<file path="src/hdl/stunv_pkg.sv">
`timescale 1ns / 1ps

package stunv_pkg;

    localparam int unsigned COUNT_W    = 17;
    localparam int unsigned LENGTH_W   = 16;
    localparam int unsigned STATUS_W   = 2;

    localparam logic [COUNT_W-1:0] HEADER_BYTES      = 17'd20;
    localparam logic [COUNT_W-1:0] ATTR_HEADER_BYTES = 17'd4;
    localparam logic [COUNT_W-1:0] COUNT_MAX         = 17'h1FFFF;
    localparam logic [COUNT_W-1:0] LEN_HI_OFFSET     = 17'd2;
    localparam logic [COUNT_W-1:0] LEN_LO_OFFSET     = 17'd3;

    typedef enum logic [1:0] {
        PHASE_TYPE_HI = 2'd0,
        PHASE_TYPE_LO = 2'd1,
        PHASE_LEN_HI  = 2'd2,
        PHASE_LEN_LO  = 2'd3
    } attr_phase_t;

    typedef enum logic [STATUS_W-1:0] {
        ST_OK       = 2'd0,
        ST_SHORT    = 2'd1,
        ST_MISMATCH = 2'd2,
        ST_OVERRUN  = 2'd3
    } status_t;

endpackage

</file>
<file path="src/hdl/stunv_walk.sv">
`timescale 1ns / 1ps

module stunv_walk
    import stunv_pkg::*;
(
    input  logic       clk,
    input  logic       rst_n,
    input  logic       byte_valid,
    input  logic [7:0] data_byte,
    input  logic       last,
    output status_t    status
);

    logic [COUNT_W-1:0]  byte_count_reg,         byte_count_next;
    logic [LENGTH_W-1:0] message_length_reg,     message_length_next;
    logic [COUNT_W-1:0]  next_header_offset_reg, next_header_offset_next;
    logic [LENGTH_W-1:0] attribute_length_reg,   attribute_length_next;
    attr_phase_t         attribute_phase_reg,    attribute_phase_next;
    logic                overrun_seen_reg,       overrun_seen_next;

    logic [COUNT_W-1:0]  total;
    logic [COUNT_W:0]    expected_idx;
    logic                walk_en;
    logic [LENGTH_W-1:0] attr_len_full;
    logic [COUNT_W-1:0]  remaining;
    logic [1:0]          pad;

    // stepped values, before the end-of-packet clear
    logic [COUNT_W-1:0]  bc_step, nho_step;
    logic [LENGTH_W-1:0] ml_step, al_step;
    attr_phase_t         ph_step;
    logic                ovr_step;

    always_comb
    begin
        ml_step = message_length_reg;
        if (byte_count_reg == LEN_HI_OFFSET)
        begin
            ml_step = {data_byte, 8'h00};
        end
        else if (byte_count_reg == LEN_LO_OFFSET)
        begin
            ml_step = {message_length_reg[15:8], data_byte};
        end

        total         = HEADER_BYTES + {1'b0, ml_step};
        expected_idx  = {1'b0, next_header_offset_reg}
                      + {{(COUNT_W - 1){1'b0}}, attribute_phase_reg};
        walk_en       = (byte_count_reg >= HEADER_BYTES) && (byte_count_reg < total)
                      && !overrun_seen_reg && ({1'b0, byte_count_reg} == expected_idx);
        attr_len_full = {attribute_length_reg[15:8], data_byte};
        remaining     = total - next_header_offset_reg - ATTR_HEADER_BYTES;
        pad           = 2'(~attr_len_full[1:0] + 2'd1);

        nho_step = next_header_offset_reg;
        al_step  = attribute_length_reg;
        ph_step  = attribute_phase_reg;
        ovr_step = overrun_seen_reg;
        if (walk_en)
        begin
            case (attribute_phase_reg)
                PHASE_LEN_HI:
                begin
                    al_step = {data_byte, 8'h00};
                    ph_step = PHASE_LEN_LO;
                end
                PHASE_LEN_LO:
                begin
                    al_step = attr_len_full;
                    ph_step = PHASE_TYPE_HI;
                    if ({1'b0, attr_len_full} > remaining)
                    begin
                        ovr_step = 1'b1;
                    end
                    else
                    begin
                        nho_step = next_header_offset_reg + ATTR_HEADER_BYTES
                                 + {1'b0, attr_len_full}
                                 + {{(COUNT_W - 2){1'b0}}, pad};
                    end
                end
                PHASE_TYPE_LO:
                begin
                    ph_step = PHASE_LEN_HI;
                end
                default:
                begin
                    ph_step = PHASE_TYPE_LO;
                end
            endcase
        end

        bc_step = (byte_count_reg < COUNT_MAX) ? byte_count_reg + 17'd1 : byte_count_reg;

        if (bc_step < HEADER_BYTES)
        begin
            status = ST_SHORT;
        end
        else if (bc_step != total)
        begin
            status = ST_MISMATCH;
        end
        else if (ovr_step)
        begin
            status = ST_OVERRUN;
        end
        else
        begin
            status = ST_OK;
        end
    end

    always_comb
    begin
        byte_count_next         = byte_count_reg;
        message_length_next     = message_length_reg;
        next_header_offset_next = next_header_offset_reg;
        attribute_length_next   = attribute_length_reg;
        attribute_phase_next    = attribute_phase_reg;
        overrun_seen_next       = overrun_seen_reg;
        if (byte_valid)
        begin
            if (last)
            begin
                byte_count_next         = '0;
                message_length_next     = '0;
                next_header_offset_next = HEADER_BYTES;
                attribute_length_next   = '0;
                attribute_phase_next    = PHASE_TYPE_HI;
                overrun_seen_next       = 1'b0;
            end
            else
            begin
                byte_count_next         = bc_step;
                message_length_next     = ml_step;
                next_header_offset_next = nho_step;
                attribute_length_next   = al_step;
                attribute_phase_next    = ph_step;
                overrun_seen_next       = ovr_step;
            end
        end
    end

    always_ff @(posedge clk or negedge rst_n)
    begin
        if (!rst_n)
        begin
            byte_count_reg         <= '0;
            message_length_reg     <= '0;
            next_header_offset_reg <= HEADER_BYTES;
            attribute_length_reg   <= '0;
            attribute_phase_reg    <= PHASE_TYPE_HI;
            overrun_seen_reg       <= 1'b0;
        end
        else
        begin
            byte_count_reg         <= byte_count_next;
            message_length_reg     <= message_length_next;
            next_header_offset_reg <= next_header_offset_next;
            attribute_length_reg   <= attribute_length_next;
            attribute_phase_reg    <= attribute_phase_next;
            overrun_seen_reg       <= overrun_seen_next;
        end
    end

endmodule

</file>
<file path="src/hdl/stun_packet_validator_core.sv">
`timescale 1ns / 1ps
// The status of a packet is registered and is valid on m_tvalid in the cycle after its last byte is taken.
// Throughput: one byte per cycle while s_tready is high; the parse state updates on every accepted byte.
// s_tready drops only while a status waits in the output register and m_tready is low.
// Reset (rst_n, asynchronous, active low) empties the output register and returns
// the parse state to the start of a packet.

module stun_packet_validator_core
    import stunv_pkg::*;
(
    input  logic       clk,
    input  logic       rst_n,
    // slave side: one packet byte per transaction
    input  logic       s_tvalid,
    output logic       s_tready,
    input  logic [7:0] s_tdata,   // [7:0] data_byte
    input  logic       s_tlast,   // last byte of the packet
    // master side: one status per packet
    output logic       m_tvalid,
    input  logic       m_tready,
    output logic [7:0] m_tdata    // [1:0] status, [7:2] zero
);

    logic    s_accept;
    status_t walk_status;

    logic    m_valid_reg, m_valid_next;
    status_t status_reg,  status_next;

    // Take a byte whenever the output register is empty or draining this cycle.
    assign s_tready = !m_valid_reg || m_tready;
    assign s_accept = s_tvalid && s_tready;

    // Byte counter, length capture and attribute walk.
    stunv_walk u_walk (
        .clk        (clk),
        .rst_n      (rst_n),
        .byte_valid (s_accept),
        .data_byte  (s_tdata),
        .last       (s_tlast),
        .status     (walk_status)
    );

    // Output register: load the status on the last byte, drop it once taken.
    always_comb
    begin
        m_valid_next = m_valid_reg;
        status_next  = status_reg;
        if (s_accept && s_tlast)
        begin
            m_valid_next = 1'b1;
            status_next  = walk_status;
        end
        else if (m_tready)
        begin
            m_valid_next = 1'b0;
        end
    end

    always_ff @(posedge clk or negedge rst_n)
    begin
        if (!rst_n)
        begin
            m_valid_reg <= 1'b0;
            status_reg  <= ST_OK;
        end
        else
        begin
            m_valid_reg <= m_valid_next;
            status_reg  <= status_next;
        end
    end

    assign m_tvalid = m_valid_reg;
    assign m_tdata  = {{(8 - STATUS_W){1'b0}}, status_reg};

endmodule

</file>
<file path="config.mk">
export PLATFORM = sky130hd
export DESIGN_NAME = stun_packet_validator_core
export DESIGN_NICKNAME = d
export VERILOG_FILES = /design/src/hdl/stunv_pkg.sv /design/src/hdl/stunv_walk.sv /design/src/hdl/stun_packet_validator_core.sv
export SDC_FILE = /design/constraint.sdc
export NUM_CORES = 1
export LEC_CHECK = 0
export BUFFER_PORTS_ARGS = -buffer_cell sky130_fd_sc_hd__clkbuf_2
export CORE_MARGIN = 3
export CORE_UTILIZATION = 58
export CTS_CLUSTER_SIZE = 28
export DETAILED_ROUTE_END_ITERATION = 8
export PLACE_DENSITY_LB_ADDON = 0.3
export SETUP_SLACK_MARGIN = 0.15
export SKIP_LAST_GASP = 1
export SYNTH_ARGS = -nofsm -noshare
export SYNTH_HDL_FRONTEND = slang
export SYNTH_SLANG_ARGS = --single-unit
export TNS_END_PERCENT = 5
</file>
<file path="constraint.sdc">
create_clock -name clk -period 5.7 [get_ports clk]
set_input_delay 1.14 -clock clk [delete_from_list [all_inputs] [get_ports clk]]
set_output_delay 1.14 -clock clk [all_outputs]
set_load 0.005 [all_outputs]
</file>
==> run_results.csv <==
group,metric,value,unit
yosys,ys_async_sr_fraction,100,%
yosys,syn_inst,893,
layout,layout_common_cells,"buf_4, nand2_1, ha_1, dfrtp_1, xnor2_1",
sta,drv_slew,0,
grt,grt_use_total,33.5,%
yosys,syn_avg_cell_area,8.22,sq um
sta,finalWorstSetupSlack,-0.367,ns
yosys,yosysUniqueCellTypes,75,
route,wl_per_cell,21.1,microns
layout,nets,1080,
route,dr.pass1.iters,5,
layout,layout-drive-gt1-share,24.0,%
status,status,"complete, but fails checks",
setup_path,slowest_stage,"or4_4",
setup_path,crit_type,"flip-flop to flip-flop",
route,drt.antenna.violating_nets,0,
status,violations,"setup timing",
power,power_leakage,4.11,nW
yosys,seq_area_frac_synth,21.5,%
route,viasPerCell,6.41,
layout,utilization,73.6,%
route,wl,24300,microns
setup_path,crit_path_end_kind,"flip-flop",
setup_path,startpoint,"u_walk.byte_count_reg[6]",
yosys,synth_ff_type,"dfrtp_1",
route,drt_iter0_drc,576,
layout,diodes,0,
sta,fin_tns_setup,-7.02,ns
sta,hold_viol,0,
sta,relSlewSlack,41.5,%
sta,setup_viol,27,
yosys,synth-edff-count,0,
power,powerDensity,258,mW/mm^2
setup_path,r2r_start,"u_walk.byte_count_reg[6]",
setup_path,critPathMaxFanout,7,
sta,min_period,6.07,ns
grt,grt_start_max_net_pins,64,
floorplanning,row_count,40,
run,drv_cap,0,
setup_path,crit_required,5.96,ns
setup_path,crit_top_cell,"buf_6",
sta,worst_clock_skew,0.0130,ns
setup_path,reg2reg_to,"u_walk.next_header_offset_reg[15]",
sta,worst_pin_slew,0.878,ns
grt,overflow,0,
setup_path,r2r_slack,-0.37,ns
sta,rsz0062_at_grt,"yes",
floorplanning,dieArea,0.0140,sq mm
yosys,yosysWarningCount,0,
setup_path,slowest_delay,0.56,ns
cts,clockBufferDepth,2,
grt,first_global_vias,7254,
cts,cts_tree,"yes",
floorplanning,die_y,119,microns
cts,cts_made_buffers,9,
power,peakVddDrop,0.179,mV
power,total_power,2.32,mW
setup_path,start_kind,"flip-flop",
sta,finalCritPeriodShare,106,%
route,drc,0,
floorplanning,ios,23,
floorplanning,core,0.0122,sq mm
grt,grt_antenna_before_repair,0,
placement,hpwl,17600,microns
floorplanning,start_util,60.1,%
layout,syn_to_final_growth,22.4,%
cts,htreeDepth,3,
setup_path,reg2reg_depth,31,
placement,gp_congestion,0.981,
sta,timing.hold.ws,0.507,ns
cts,cts-root-buf,"clkbuf_16",
yosys,ys_ff_latch,63,
sta,max_freq,165,MHz
grt,grt_pass1_wl,37400,microns
placement,io_buffers,16,
cts,cts.sinks,63,
yosys,synth_area,0.00734,sq mm
setup_path,arrival,6.32,ns
cts,path_clk_slew,0.06,ns
layout,fill_cells,924,
setup_path,endpoint,"u_walk.next_header_offset_reg[15]",
cts,hold_buffers,0,
layout,largest_reg_flops,17,
route,vias,7402,
floorplanning,die_width,119,microns
hold_path,worstHoldStart,"u_walk.message_length_reg[1]",
hold_path,hold_class,"flip-flop to flip-flop",
cts,clk_latency,0.35,ns
layout,mostFrequentLayoutCell,"buf_4",
-- power by group --
group	switching (mW)	internal (mW)	total [mW]
clock network	0.220	0.294	0.514
registers	0.0362	0.484	0.520
logic	0.708	0.578	1.29
total	0.965	1.36	2.32
-- synth_stat cells (4+ instances only) --
cell       number  share of area, %
inv_1          42               2.1
a21oi_1        42               2.9
and3_1          7              0.60
or3_1           9              0.77
nor2_1         48               2.5
nor3b_1         4              0.41
buf_4           8              0.82
nor4_1          5              0.43
o31ai_1         4              0.41
buf_2           7              0.48
nand3_1        28               1.9
o21bai_1        4              0.41
o22ai_1         5              0.43
clkbuf_1       32               1.6
o21a_1          9              0.92
nand3b_1        4              0.41
xor2_1         36               4.3
buf_1           6              0.31
a31oi_1        11              0.94
and2_1          6              0.51
o21ai_0        49               3.3
and4_1          5              0.60
xnor2_1        60               7.2
a2111oi_0       4              0.48
nand2b_1       20               1.7
a211oi_1        4              0.41
a211o_1         4              0.48
mux2i_1        40               5.5
o211ai_1        9              0.92
nand2_1       102               5.2
dfrtp_1        61                21
a22o_1         15               1.8
a21o_1         13               1.3
mux2_2          5              0.77
ha_1           84                14
nor2b_1         7              0.60
nand4_1        17               1.4
nor3_1         18               1.2
-- how the worst min path moves through the flow --
| stage | to | slack [ns] | cells after the start |
|---|---|---|---|
| after floorplan | u_walk.message_length_reg[1] | 0.45 | 2 |
| after global placement | u_walk.message_length_reg[1] | 0.47 | 2 |
| after detailed placement | u_walk.message_length_reg[1] | 0.49 | 2 |
| after CTS | u_walk.message_length_reg[1] | 0.50 | 2 |
| after global routing | u_walk.message_length_reg[1] | 0.51 | 2 |
| final | u_walk.message_length_reg[1] | 0.51 | 2 |
-- layout make-up --
| class | instances | area (sq um) | area share, % |
|---|---|---|---|
| Sequential cell | 63 | 1580 | 17.6 |
| Multi-Input combinational cell | 736 | 5790 | 64.4 |
| Tap cell | 168 | 210 | 2.34 |
| Clock buffer | 11 | 233 | 2.59 |
| Clock inverter | 5 | 35.0 | 0.390 |
| Timing Repair Buffer | 129 | 980 | 10.9 |
| Inverter | 42 | 160 | 1.78 |
-- worst max-delay path: cells and delay by family (launching register included) --
family | cells | cell delay (ns)
compound gates | 7 | 0.91
mux | 2 | 0.49
flops | 1 | 0.38
fa+ha+maj | 3 | 0.87
simple gates | 11 | 2.19
xor+xnor | 3 | 0.51
buf+inv | 5 | 0.64
-- cell families after synthesis --
group	count (synthesis)	share of synthesized area [%]
AND/OR/NAND/NOR	300	21.1
AO/OA/AOI/OAI	197	18.1
buffers and inverters	99	5.91
XOR/XNOR	96	11.4
adder cells (fa/ha/maj)	90	15.5
flip-flops	63	21.5
multiplexers	46	6.41
other	2	0.102
-- per-stage QoR --
| step | cells | setup WS (ns) | instance area [sq um] |
|---|---|---|---|
| after global routing | 1154 | -0.676 | 8990 |
| after floorplan | 898 | -0.0350 | 7530 |
| after detailed placement | 1111 | -0.385 | 8200 |
| after global placement | 1111 | -0.192 | 8200 |
| final | 1154 | -0.367 | 8990 |
| after CTS | 1146 | -0.186 | 8820 |
-- layer usage --
metal  up-vias  GRT usage [%]  part of all wire (%)
met3       105           8.23                   9.1
met4         0           16.9                   4.8
met2       376           52.8                    45
met5         -              0                     0
met1      3556           42.9                    41
li1       3365              -                     -
-- timing repair --
action | 4_1_cts | 5_1_grt
setup buffers | 18 | 8
resized for setup | 40 | 22
pin swaps | 42 | 36
setup endpoints to repair | 29 | 29
gates cloned | 1 | 0
endpoints found under the hold margin | 0 | 0
No activity file was read; power rests on OpenSTA's default activity.
